<file path="src/hdl/i2cmbe_pkg.sv">
// ----------------------------------------------------------------------------
// i2cmbe_pkg
// Shared codes and pin tables for the I2C master bit engine.
// ----------------------------------------------------------------------------
`default_nettype none

package i2cmbe_pkg;

   localparam int unsigned CmdWidth   = 4;
   localparam int unsigned ByteWidth  = 8;
   localparam int unsigned AddrWidth  = 7;
   localparam int unsigned TickWidth  = 8;
   localparam int unsigned PhaseWidth = 3;
   localparam int unsigned BitsWidth  = 4;
   localparam int unsigned CsrIdxWidth = 2;

   typedef logic [CmdWidth-1:0]   cmd_type;
   typedef logic [ByteWidth-1:0]  byte_type;
   typedef logic [TickWidth-1:0]  tick_type;
   typedef logic [PhaseWidth-1:0] phase_type;
   typedef logic [BitsWidth-1:0]  bits_type;

   // command codes
   localparam cmd_type CMD_NONE       = 4'd0;
   localparam cmd_type CMD_RELEASE    = 4'd1;
   localparam cmd_type CMD_START      = 4'd2;
   localparam cmd_type CMD_RESTART    = 4'd3;
   localparam cmd_type CMD_STOP       = 4'd4;
   localparam cmd_type CMD_ACK        = 4'd5;
   localparam cmd_type CMD_NAK        = 4'd6;
   localparam cmd_type CMD_WRITE      = 4'd7;
   localparam cmd_type CMD_READ       = 4'd8;
   localparam cmd_type CMD_ADDR_WRITE = 4'd9;
   localparam cmd_type CMD_ADDR_READ  = 4'd10;

   // register indexes
   localparam logic [CsrIdxWidth-1:0] CSR_DEVICE_ADDRESS = 2'd0;
   localparam logic [CsrIdxWidth-1:0] CSR_PHASE_TICKS    = 2'd1;

   // pin actions
   typedef logic [1:0] pin_act_type;
   localparam pin_act_type PIN_SDA_LOW  = 2'd0;
   localparam pin_act_type PIN_SDA_HIGH = 2'd1;
   localparam pin_act_type PIN_SCL_LOW  = 2'd2;
   localparam pin_act_type PIN_SCL_HIGH = 2'd3;

   // byte transfer: 8 data bits, then the ACK slot
   localparam bits_type DATA_BITS = 4'd8;
   localparam bits_type SLOT_BITS = 4'd9;

   function automatic logic is_byte_write(input cmd_type op);
      return (op == CMD_WRITE) || (op == CMD_ADDR_WRITE) || (op == CMD_ADDR_READ);
   endfunction

   function automatic logic is_pin_op(input cmd_type op);
      return (op >= CMD_RELEASE) && (op <= CMD_NAK);
   endfunction

   // number of phases of a fixed pin sequence
   function automatic phase_type pin_len(input cmd_type op);
      phase_type len;
      len = 3'd4;
      if (op == CMD_RELEASE || op == CMD_START) begin
         len = 3'd2;
      end
      return len;
   endfunction

   // pin action of a fixed sequence at a given phase
   function automatic pin_act_type pin_action(input cmd_type op, input logic [1:0] idx);
      pin_act_type act;
      act = PIN_SDA_LOW;
      case (op)
         CMD_RELEASE: begin
            if (idx == 2'd0) act = PIN_SDA_HIGH;
            else if (idx == 2'd1) act = PIN_SCL_HIGH;
         end
         CMD_START: begin
            if (idx == 2'd1) act = PIN_SCL_LOW;
         end
         CMD_RESTART: begin
            case (idx)
               2'd0: act = PIN_SDA_HIGH;
               2'd1: act = PIN_SCL_HIGH;
               2'd2: act = PIN_SDA_LOW;
               default: act = PIN_SCL_LOW;
            endcase
         end
         CMD_STOP: begin
            case (idx)
               2'd0: act = PIN_SCL_LOW;
               2'd1: act = PIN_SDA_LOW;
               2'd2: act = PIN_SCL_HIGH;
               default: act = PIN_SDA_HIGH;
            endcase
         end
         CMD_ACK: begin
            case (idx)
               2'd0: act = PIN_SDA_LOW;
               2'd1: act = PIN_SCL_HIGH;
               2'd2: act = PIN_SCL_LOW;
               default: act = PIN_SDA_HIGH;
            endcase
         end
         CMD_NAK: begin
            case (idx)
               2'd0: act = PIN_SDA_HIGH;
               2'd1: act = PIN_SCL_HIGH;
               2'd2: act = PIN_SCL_LOW;
               default: act = PIN_SDA_HIGH;
            endcase
         end
         default: act = PIN_SDA_LOW;
      endcase
      return act;
   endfunction

endpackage

`default_nettype wire

</file>
<file path="src/hdl/i2c_master_bit_engine_unit.sv">
// ----------------------------------------------------------------------------
// i2c_master_bit_engine_unit
// Single-master I2C bit engine driven by one timebase tick per request word.
// ----------------------------------------------------------------------------
// Every request word is one tick of the timebase. The engine takes one word
// per clock cycle and answers each with exactly one response word through a
// single output register; the request side stalls only while that register
// holds a word the consumer has not taken. A command is taken only while the
// engine is idle; each pin phase lasts phase_ticks ticks (zero acts as one).
// Bytes go out MSB first followed by the ACK slot; reads and the ACK slot
// keep the SDA level of the last tick of the SCL-high phase.
// ----------------------------------------------------------------------------
`default_nettype none

module i2c_master_bit_engine_unit
   import i2cmbe_pkg::*;
(
   input  wire logic                   clock,
   input  wire logic                   reset,
   // request channel
   input  wire logic                   req_valid,
   output logic                        req_ready,
   input  wire logic [CmdWidth-1:0]    req_command,
   input  wire logic [ByteWidth-1:0]   req_write_data,
   input  wire logic                   req_sda_in,
   // response channel
   output logic                        rsp_valid,
   input  wire logic                   rsp_ready,
   output logic                        rsp_scl_level,
   output logic                        rsp_sda_level,
   output logic                        rsp_busy_res,
   output logic                        rsp_done_res,
   output logic [ByteWidth-1:0]        rsp_read_byte,
   output logic                        rsp_ack_bit,
   // configuration channel
   input  wire logic                   csr_valid,
   output logic                        csr_ready,
   input  wire logic [CsrIdxWidth-1:0] csr_index,
   input  wire logic [TickWidth-1:0]   csr_wdata
);

   logic [AddrWidth-1:0] dev_addr_ff;
   tick_type             phase_ticks_ff;

   cmd_type   op_ff,    op_in;
   phase_type phase_ff, phase_in;
   tick_type  timer_ff, timer_in;
   bits_type  bits_ff,  bits_in;
   byte_type  shift_ff, shift_in;
   logic      scl_ff,   scl_in;
   logic      sda_ff,   sda_in;
   byte_type  read_ff,  read_in;
   logic      ack_ff,   ack_in;
   logic      done_in;

   logic        rsp_valid_ff;
   logic        rsp_scl_ff, rsp_sda_ff, rsp_busy_ff, rsp_done_ff, rsp_ack_ff;
   byte_type    rsp_read_ff;

   logic        req_fire;
   logic        do_enter;
   logic        do_sample;
   logic        entered;
   tick_type    load_value;
   pin_act_type act;

   assign req_ready = !rsp_valid_ff || rsp_ready;
   assign req_fire  = req_valid && req_ready;
   assign csr_ready = 1'b1;

   assign load_value = (phase_ticks_ff == '0) ? '0 : phase_ticks_ff - tick_type'(1);

   // next state for one tick
   always_comb begin
      op_in     = op_ff;
      phase_in  = phase_ff;
      timer_in  = timer_ff;
      bits_in   = bits_ff;
      shift_in  = shift_ff;
      scl_in    = scl_ff;
      sda_in    = sda_ff;
      read_in   = read_ff;
      ack_in    = ack_ff;
      done_in   = 1'b0;
      do_enter  = 1'b0;
      do_sample = 1'b0;
      entered   = 1'b0;
      act       = PIN_SDA_LOW;

      if (op_ff == CMD_NONE) begin
         if (req_command >= CMD_RELEASE && req_command <= CMD_ADDR_READ) begin
            op_in    = req_command;
            phase_in = '0;
            bits_in  = '0;
            if (req_command == CMD_WRITE) begin
               shift_in = req_write_data;
            end else if (req_command == CMD_ADDR_WRITE) begin
               shift_in = {dev_addr_ff, 1'b0};
            end else if (req_command == CMD_ADDR_READ) begin
               shift_in = {dev_addr_ff, 1'b1};
            end else begin
               shift_in = '0;
            end
            do_enter = 1'b1;
         end
      end else if (timer_ff != '0) begin
         timer_in  = timer_ff - tick_type'(1);
         do_sample = 1'b1;
      end else begin
         // advance to the next phase or finish
         phase_in = phase_ff + phase_type'(1);
         if (is_pin_op(op_ff)) begin
            done_in = (phase_in >= pin_len(op_ff));
         end else if (is_byte_write(op_ff)) begin
            if (phase_in >= 3'd3) begin
               phase_in = '0;
               bits_in  = bits_ff + bits_type'(1);
               done_in  = (bits_in >= SLOT_BITS);
            end
         end else begin
            if (phase_in >= 3'd2) begin
               phase_in = '0;
               bits_in  = bits_ff + bits_type'(1);
               if (bits_in >= DATA_BITS) begin
                  read_in = shift_ff;
                  done_in = 1'b1;
               end
            end
         end
         if (done_in) begin
            op_in    = CMD_NONE;
            phase_in = '0;
            bits_in  = '0;
            timer_in = '0;
         end else begin
            do_enter = 1'b1;
         end
      end

      // apply the pin action of the phase just entered
      if (do_enter) begin
         if (is_pin_op(op_in)) begin
            act = pin_action(op_in, phase_in[1:0]);
            if (act == PIN_SDA_LOW || act == PIN_SDA_HIGH) begin
               sda_in = act[0];
            end else begin
               scl_in = act[0];
            end
         end else if (is_byte_write(op_in)) begin
            if (phase_in == 3'd0) begin
               sda_in = (bits_in < DATA_BITS) ? shift_in[ByteWidth-1] : 1'b1;
            end else if (phase_in == 3'd1) begin
               scl_in = 1'b1;
            end else begin
               scl_in = 1'b0;
               if (bits_in < DATA_BITS) begin
                  shift_in = {shift_in[ByteWidth-2:0], 1'b0};
               end
            end
         end else if (op_in == CMD_READ) begin
            scl_in = (phase_in == 3'd0);
         end
         timer_in  = load_value;
         do_sample = 1'b1;
         entered   = 1'b1;
      end

      // sample SDA while SCL is high
      if (do_sample) begin
         if (op_in == CMD_READ && phase_in == 3'd0) begin
            if (entered) begin
               shift_in = {shift_in[ByteWidth-2:0], req_sda_in};
            end else begin
               shift_in = {shift_in[ByteWidth-1:1], req_sda_in};
            end
         end else if (is_byte_write(op_in) && bits_in == DATA_BITS && phase_in == 3'd1) begin
            ack_in = req_sda_in;
         end
      end
   end

   always_ff @(posedge clock) begin
      if (reset) begin
         dev_addr_ff    <= '0;
         phase_ticks_ff <= tick_type'(1);
         op_ff          <= CMD_NONE;
         phase_ff       <= '0;
         timer_ff       <= '0;
         bits_ff        <= '0;
         shift_ff       <= '0;
         scl_ff         <= 1'b1;
         sda_ff         <= 1'b1;
         read_ff        <= '0;
         ack_ff         <= 1'b1;
         rsp_valid_ff   <= 1'b0;
      end else begin
         if (csr_valid && csr_ready) begin
            if (csr_index == CSR_DEVICE_ADDRESS) begin
               dev_addr_ff <= csr_wdata[AddrWidth-1:0];
            end else if (csr_index == CSR_PHASE_TICKS) begin
               phase_ticks_ff <= csr_wdata;
            end
         end
         if (req_fire) begin
            op_ff        <= op_in;
            phase_ff     <= phase_in;
            timer_ff     <= timer_in;
            bits_ff      <= bits_in;
            shift_ff     <= shift_in;
            scl_ff       <= scl_in;
            sda_ff       <= sda_in;
            read_ff      <= read_in;
            ack_ff       <= ack_in;
            rsp_valid_ff <= 1'b1;
         end else if (rsp_ready) begin
            rsp_valid_ff <= 1'b0;
         end
      end
   end

   // response word register
   always_ff @(posedge clock) begin
      if (req_fire) begin
         rsp_scl_ff  <= scl_in;
         rsp_sda_ff  <= sda_in;
         rsp_busy_ff <= (op_in != CMD_NONE);
         rsp_done_ff <= done_in;
         rsp_read_ff <= read_in;
         rsp_ack_ff  <= ack_in;
      end
   end

   assign rsp_valid     = rsp_valid_ff;
   assign rsp_scl_level = rsp_scl_ff;
   assign rsp_sda_level = rsp_sda_ff;
   assign rsp_busy_res  = rsp_busy_ff;
   assign rsp_done_res  = rsp_done_ff;
   assign rsp_read_byte = rsp_read_ff;
   assign rsp_ack_bit   = rsp_ack_ff;

endmodule

`default_nettype wire
</file>
<file path="config.mk">
export PLATFORM = sky130hd
export DESIGN_NAME = i2c_master_bit_engine_unit
export DESIGN_NICKNAME = d
export VERILOG_FILES = /design/src/hdl/i2cmbe_pkg.sv /design/src/hdl/i2c_master_bit_engine_unit.sv
export SDC_FILE = /design/constraint.sdc
export NUM_CORES = 1
export LEC_CHECK = 0
export BUFFER_PORTS_ARGS = -buffer_cell sky130_fd_sc_hd__buf_2
export CAP_MARGIN = 25
export CORE_UTILIZATION = 50
export CTS_BUF_LIST = sky130_fd_sc_hd__clkbuf_4
export DETAILED_ROUTE_END_ITERATION = 10
export GPL_ROUTABILITY_DRIVEN = 1
export HOLD_SLACK_MARGIN = 0.12
export PLACE_DENSITY = 0.69
export SYNTH_ARGS = -nofsm -noshare
export SYNTH_HDL_FRONTEND = slang
export SYNTH_SLANG_ARGS = --single-unit
</file>
<file path="constraint.sdc">
create_clock -name clock -period 11 [get_ports clock]
set_input_delay 0 -clock clock [delete_from_list [all_inputs] [get_ports clock]]
set_output_delay 0 -clock clock [all_outputs]
set_load 0.01 [all_outputs]
</file>
==> Implementation_results.wiki, run 1 <==
{| class="wikitable"
! Metric !! Value
|-
| Crit. End Element || flip-flop
|-
| Die area || 0.00904 mm^2
|-
| Required time at the worst-slack endpoint || 11.19 ns
|-
| Width of the die || 95.1 um
|-
| Area share of the largest cell type after synthesis || 24.9%
|-
| Setup repair after global routing missed its margin || no
|-
| Count of flip-flops with a built-in enable after synthesis || 13
|-
| Total global-route track usage || 25.1%
|-
| Post-cts gate resize count || 0
|-
| Clock-pin slew of the registers on the worst-case setup and hold paths || 0.13 ns
|-
| Max Cap Viol || 0
|-
| Count of endpoints failing hold in the final timing report || 0
|-
| Max Buffers Root-to-Sink || 2
|-
| Cells along the critical path || xnor2_2, nor3_1, ha_1, nor2b_1, a311o_1, a21oi_1, a21boi_2, a22oi_1, inv_1, ha_1, or2_2, a21o_1, o311ai_1, a41oi_1, o22a_1
|-
| Number of antenna cells inserted || 0
|-
| Global-route wire length before repair || 17400 um
|-
| Maximum number of pins on one net before global-route repair || 49
|-
| Aggregate routed wire length || 10800 um
|-
| Category of cells accounting for the largest share of critical-path delay || compound AO/OA/AOI/OAI gates
|-
| CP max stage cell || sky130_fd_sc_hd__dfxtp_1
|-
| Via count of the first global-routing pass || 3657
|-
| Achievable Freq || 233 MHz
|-
| Most area-hungry cell type in the Yosys netlist || sky130_fd_sc_hd__dfxtp_1
|-
| Commonest cells after routing, fill and taps aside || 73 x sky130_fd_sc_hd__nor2_1, 54 x sky130_fd_sc_hd__dfxtp_1, 42 x sky130_fd_sc_hd__buf_2, 40 x sky130_fd_sc_hd__o21ai_0, 32 x sky130_fd_sc_hd__nand2_1
|-
| Static leakage || 0.00195 uW
|-
| DRC violation count after routing || 0
|-
| Crit path time final || 4.30 ns
|-
| Class of the worst hold path || in -> reg
|-
| Number of clock buffers inserted by TritonCTS || 9
|-
| CP dominant cell by count || sky130_fd_sc_hd__ha_1
|-
| Placed Area || 0.00454 mm^2
|-
| Count of final max-slew check failures || 0
|-
| Number of DRC markers after the initial detailed-route iteration || 231
|-
| Die Y || 95.1 um
|-
| CP max stage delay || 0.61 ns
|-
| Post-route worst setup slack || 6.70 ns
|-
| Critical setup path kind || reg -> reg
|-
| Placer Congestion || 0.882
|-
| CTS tree || yes
|-
| Antenna violations before repair || 0
|-
| Relative slew slack || 36.1%
|-
| Final #Nets || 586
|-
| Post-route worst hold slack || 0.158 ns
|-
| Root buf cell || sky130_fd_sc_hd__clkbuf_4
|-
| Worst IR drop on VDD || 0.0000723 V
|-
| Yosys warnings || 0
|-
| Clock Latency Late Sink || 0.42 ns
|-
| Largest fanout of any net on the critical path || 9
|-
| Average size of a mapped cell || 8.65 um^2
|-
| Clock skew || 0.0145 ns
|-
| Routed Antenna Nets || 0
|-
| Run status || finished, final reports clean
|-
| Total number of placement rows || 33
|-
| Wire length per cell after detailed routing || 16.4 um
|-
| Synthesized net count || 542
|-
| Sequential fraction of the synthesis area || 33.9%
|-
| Total non-filler cell area in the finished layout || 0.00484 mm^2
|-
| Setup Fix Bufs, Post-CTS || 0
|-
| Number of unique standard cell types used by synthesis || 88
|-
| Kind of launch point of the worst setup path || flip-flop
|-
| Data arrival time of the critical path || 4.49 ns
|-
| Total negative slack || 0 ns
|-
| Final clock period utilization by the worst path || 39.1%
|-
| Synth-to-layout area growth || 11.7%
|-
| H-tree Lvls || 3
|-
| Transition time at the pin with the least slew margin || 0.958 ns
|-
| Top_reg_cell synth || sky130_fd_sc_hd__dfxtp_1
|-
| Final setup violation count || 0
|-
| Number of flip-flops and latches in the synthesized netlist || 67
|-
| Most common cell after layout, fill and taps aside || sky130_fd_sc_hd__nor2_1
|-
| Total grt overflow || 0
|-
| CORE AREA || 0.00830 mm^2
|-
| Number of clock sinks || 67
|-
| Share of flip-flops with an asynchronous set or reset || 0%
|-
| Total half-perimeter wirelength after legalization and detailed placement || 7460 um
|-
| Via count || 3970
|-
| Number of placed I/O pins || 44
|-
| Pwr dens || 155 mW/mm^2
|-
| TritonRoute pass-1 iters || 5
|-
| Worst path bufs/invs || 1
|-
| Average via count per standard cell || 6.06
|-
| Pre-CTS setup slack || 6.76 ns
|-
| Leading cell types by total area after synthesis || sky130_fd_sc_hd__dfxtp_1 25%, sky130_fd_sc_hd__edfxtp_1 9.0%, sky130_fd_sc_hd__nor2_1 6.3%
|-
| Share of final-layout standard cells stronger than drive strength 1 || 18.9%
|-
| Final Power || 750 uW
|-
| Cell area after technology mapping || 0.00433 mm^2
|-
| Initial Util || 52.2%
|-
| Number of instances in the synthesized netlist || 501
|-
| Hold-fix buffers, CTS || 13
|-
| IO buf count || 42
|}
## registers in the layout, summed over array words and instances (netlist names)
signal	flops
phase_ticks_ff	8
read_ff	8
rsp_read_byte	8
shift_ff	8
timer_ff	8
dev_addr_ff	7
bits_ff	4
op_ff	4
phase_ff	3
ack_ff	1
rsp_ack_bit	1
rsp_busy_res	1
rsp_done_res	1
rsp_scl_level	1
rsp_sda_level	1
rsp_valid	1
scl_ff	1
sda_ff	1
## worst min-delay path, delay by kind of cell
kind	cells	cell delay, ns
AO/OA/AOI/OAI	2	0.29
multiplexers	1	0.09
AND/OR/NAND/NOR	1	0.09
buffers and inverters	1	0.07
## metrics by stage
step	utilization (%)	std cells
finish	58.3	655
global route	58.3	655
detailed placement	54.7	625
global placement	54.7	625
floorplan	-	501
CTS	58.2	654
## area by class of cell
class | instances | area, um^2
Clock buffer | 9 | 67.6
Multi-Input combinational cell | 388 | 2630
Clock inverter | 7 | 98.8
Sequential cell | 67 | 1470
Fill cell | 740 | 3460
Timing Repair Buffer | 59 | 370
Inverter | 20 | 75.1
Tap cell | 105 | 131
## final timing paths
path	start	endpoint	slack, ns	cells after the start
setup / recovery	op_ff[0]	rsp_scl_level	6.70	15
hold / removal	req_write_data[6]	shift_ff[6]	0.16	5
setup reg to reg	op_ff[0]	rsp_scl_level	6.70	15
hold reg to reg	read_ff[0]	read_ff[0]	0.46	2
## power breakdown
group | switching [uW] | total (uW) | internal [uW]
sequential | 18.6 | 288 | 270
combinational | 166 | 266 | 100
clock | 102 | 196 | 93.7
## synthesized netlist by cell type, types with 7 or more instances
cell and instances:
sky130_fd_sc_hd__mux2_2 11, sky130_fd_sc_hd__inv_1 19, sky130_fd_sc_hd__nand3_1 11, sky130_fd_sc_hd__xnor2_1 7
sky130_fd_sc_hd__mux2i_1 21, sky130_fd_sc_hd__edfxtp_1 13, sky130_fd_sc_hd__a21oi_1 24, sky130_fd_sc_hd__a211oi_1 8
sky130_fd_sc_hd__nand2_1 32, sky130_fd_sc_hd__ha_1 13, sky130_fd_sc_hd__o21ai_0 40, sky130_fd_sc_hd__nor3_1 15
sky130_fd_sc_hd__nor2_1 73, sky130_fd_sc_hd__nand2b_1 7, sky130_fd_sc_hd__clkbuf_1 12, sky130_fd_sc_hd__dfxtp_1 54
## logic make-up (layout without fill, tap and decap cells)
kind of cell	Yosys count	in the layout	share of synthesized area, %
flip-flops	67	67	33.9
AO/OA/AOI/OAI	140	140	23.0
adder cells (fa/ha/maj)	13	13	3.75
buffers and inverters	46	95	5.46
other	1	1	0.0865
XOR/XNOR	13	13	2.97
AND/OR/NAND/NOR	188	188	22.8
multiplexers	33	33	8.03
## metal layers
layer / share of wire [%] / up-vias / wire [um] / GRT usage (%)
met5: 0 / - / 0 / 0
met4: 3.2 / 0 / 350 / 12.0
met3: 4.3 / 30 / 459 / 4.86
met2: 47 / 130 / 5010 / 40.5
met1: 46 / 1875 / 4950 / 31.9
li1: - / 1935 / - / -
Power figures use the tool's default switching activity.
==> inputs of run 2 (changes only) <==
PLACE_DENSITY = 0.72   (was 0.69)
clock period = 3.6 ns   (was 11 ns; I/O delays follow)
==> run 2 against run 1 <==
Effect of this change:
- the run now ends with negative setup slack left
- sequential share of layout area fell by 2.6 points
- largest cell class unchanged
- critical path depth did not move
- maximum frequency rose by 19%
==> Implementation_results.wiki, run 2 (synthesized netlist as in run 1, its figures left out) <==
{| class="wikitable"
! Metric !! Value
|-
| Crit path time final || 3.61 ns
|-
| Share of final-layout standard cells stronger than drive strength 1 || 27.2%
|-
| IO buf count || 42
|-
| Via count of the first global-routing pass || 3832
|-
| Max Cap Viol || 0
|-
| Maximum number of pins on one net before global-route repair || 48
|-
| Final clock period utilization by the worst path || 100%
|-
| R2r setup slk || -0.01 ns
|-
| Number of clock buffers inserted by TritonCTS || 9
|-
| Antenna violations before repair || 0
|-
| CORE AREA || 0.00830 mm^2
|-
| Crit path depth || 15
|-
| Total half-perimeter wirelength after legalization and detailed placement || 7890 um
|-
| Count of endpoints failing hold in the final timing report || 0
|-
| Violated checks || negative setup slack
|-
| Root buf cell || sky130_fd_sc_hd__clkbuf_4
|-
| Post-route worst hold slack || 0.145 ns
|-
| Wire length per cell after detailed routing || 16.8 um
|-
| Routed Antenna Nets || 0
|-
| Commonest cells after routing, fill and taps aside || 73 x sky130_fd_sc_hd__nor2_1, 52 x sky130_fd_sc_hd__dfxtp_1, 43 x sky130_fd_sc_hd__buf_2, 38 x sky130_fd_sc_hd__buf_4, 37 x sky130_fd_sc_hd__o21ai_0
|-
| Initial Util || 52.2%
|-
| Int Pwr || 1490 uW
|-
| Die area || 0.00904 mm^2
|-
| Proportion of power drawn by the clock network || 22.7%
|-
| Aggregate routed wire length || 11700 um
|-
| Max Buffers Root-to-Sink || 2
|-
| CP dominant cell by count || sky130_fd_sc_hd__buf_4
|-
| Worst path bufs/invs || 5
|-
| Transition time at the pin with the least slew margin || 0.907 ns
|-
| Crit. End Element || flip-flop
|-
| Via count || 4139
|-
| Number of placed I/O pins || 44
|-
| Number of clock sinks || 67
|-
| Total number of placement rows || 33
|-
| Total global-route track usage || 26.6%
|-
| Cells along the critical path || buf_4, ha_1, buf_4, inv_1, nor2_1, or3_4, a41oi_4, inv_2, buf_4, ha_1, or2_2, a21o_1, o311ai_4, a41oi_2, o22a_1
|-
| Width of the die || 95.1 um
|-
| Run status || finished, violations left
|-
| Clock Latency Late Sink || 0.44 ns
|-
| Hold path depth || 5
|-
| Total grt overflow || 0
|-
| Number of antenna cells inserted || 0
|-
| Final Power || 2470 uW
|-
| Post-route worst setup slack || -0.00976 ns
|-
| Static leakage || 0.00217 uW
|-
| Die Y || 95.1 um
|-
| H-tree Lvls || 3
|-
| Clock-pin slew of the registers on the worst-case setup and hold paths || 0.14 ns
|-
| Sw frac || 39.8%
|-
| Final #Nets || 627
|-
| TritonRoute pass-1 iters || 5
|-
| Register-to-Register Path Depth || 15
|-
| CP max stage delay || 0.41 ns
|-
| Kind of launch point of the worst setup path || flip-flop
|-
| Setup repair after global routing missed its margin || yes
|-
| Average via count per standard cell || 5.95
|-
| Largest fanout of any net on the critical path || 4
|-
| Pwr dens || 464 mW/mm^2
|-
| Relative contribution of combinational cells to total power || 42.1%
|-
| Number of DRC markers after the initial detailed-route iteration || 280
|-
| Synth-to-layout area growth || 22.6%
|-
| Required time at the worst-slack endpoint || 3.81 ns
|-
| Class of the worst hold path || in -> reg
|-
| Achievable Freq || 277 MHz
|-
| CP max stage cell || sky130_fd_sc_hd__or3_4
|-
| Sequential share of power || 35.2%
|-
| Final setup violation count || 1
|-
| Power dissipated by switching net loads || 980 uW
|-
| Most common cell after layout, fill and taps aside || sky130_fd_sc_hd__nor2_1
|-
| DRC violation count after routing || 0
|-
| Category of cells accounting for the largest share of critical-path delay || compound AO/OA/AOI/OAI gates
|-
| Count of final max-slew check failures || 0
|-
| Placer Congestion || 0.881
|-
| Worst IR drop on VDD || 0.000268 V
|-
| Relative slew slack || 39.5%
|-
| CTS tree || yes
|-
| Critical setup path kind || reg -> reg
|-
| Global-route wire length before repair || 18600 um
|-
| Data arrival time of the critical path || 3.82 ns
|-
| Clock skew || 0.0284 ns
|}
## run 2: power groups by stage
stage	clock [uW]	sequential, uW	combinational [uW]
final	559	869	1040
after global routing	593	876	1130
after CTS	566	867	916
after detailed placement	0	883	883
after global placement	0	881	867
after floorplan	0	880	632
## run 2: layout make-up
| cell class | count | area [um^2] |
|---|---|---|
| fillers | 709 | 2990 |
| inverters | 20 | 75.1 |
| clock buffers | 9 | 67.6 |
| repair buffers | 100 | 691 |
| well taps | 105 | 131 |
| clock inverters | 7 | 80.1 |
| flip-flops and latches | 67 | 1480 |
| multi-input cells | 388 | 2790 |
## run 2: layer usage
layer / global-route usage (%) / wire, um / vias to the layer above
met1: 34.0 / 5160 / 1991
met3: 4.70 / 455 / 19
li1: - / - / 2031
met5: 0 / 0 / -
met2: 44.6 / 5870 / 98
met4: 9.85 / 205 / 0
## run 2: what timing repair did
item | CTS | global route
gates resized for setup | 6 | 25
setup endpoints to repair | 4 | 6
hold endpoints to repair | 29 | 0
hold buffers | 19 | 0
pin swaps | 1 | 13
setup buffers | 0 | 8
## run 2: path summary, 6_finish.rpt
kind                                         from       endpoint
worst max-delay path                  phase_ff[1]  rsp_scl_level
worst min-delay path            req_write_data[3]    shift_ff[4]
worst max register to register        phase_ff[1]  rsp_scl_level
worst min register to register         read_ff[1]     read_ff[1]
## run 2: worst reg2reg max path: cells and delay by family, from the launching register on
kind | cells | cell delay, ns
AND/OR/NAND/NOR | 3 | 0.74
adder cells (fa/ha/maj) | 2 | 0.50
buffers and inverters | 5 | 0.60
AO/OA/AOI/OAI | 5 | 1.17
flip-flops | 1 | 0.36
## run 2: per-stage QoR
step | worst slack (ns) | utilization [%] | cells | cell area [um^2] | TNS (ns)
after floorplan | 0.0111 | - | 501 | 4350 | 0
after global placement | 0.0434 | 57.2 | 652 | 4750 | 0
after detailed placement | -0.0659 | 57.3 | 653 | 4760 | -0.105
after CTS | 0.00150 | 61.7 | 688 | 5120 | 0
after global routing | -0.105 | 64.0 | 696 | 5310 | -0.248
final | -0.00976 | 64.0 | 696 | 5310 | -0.00976
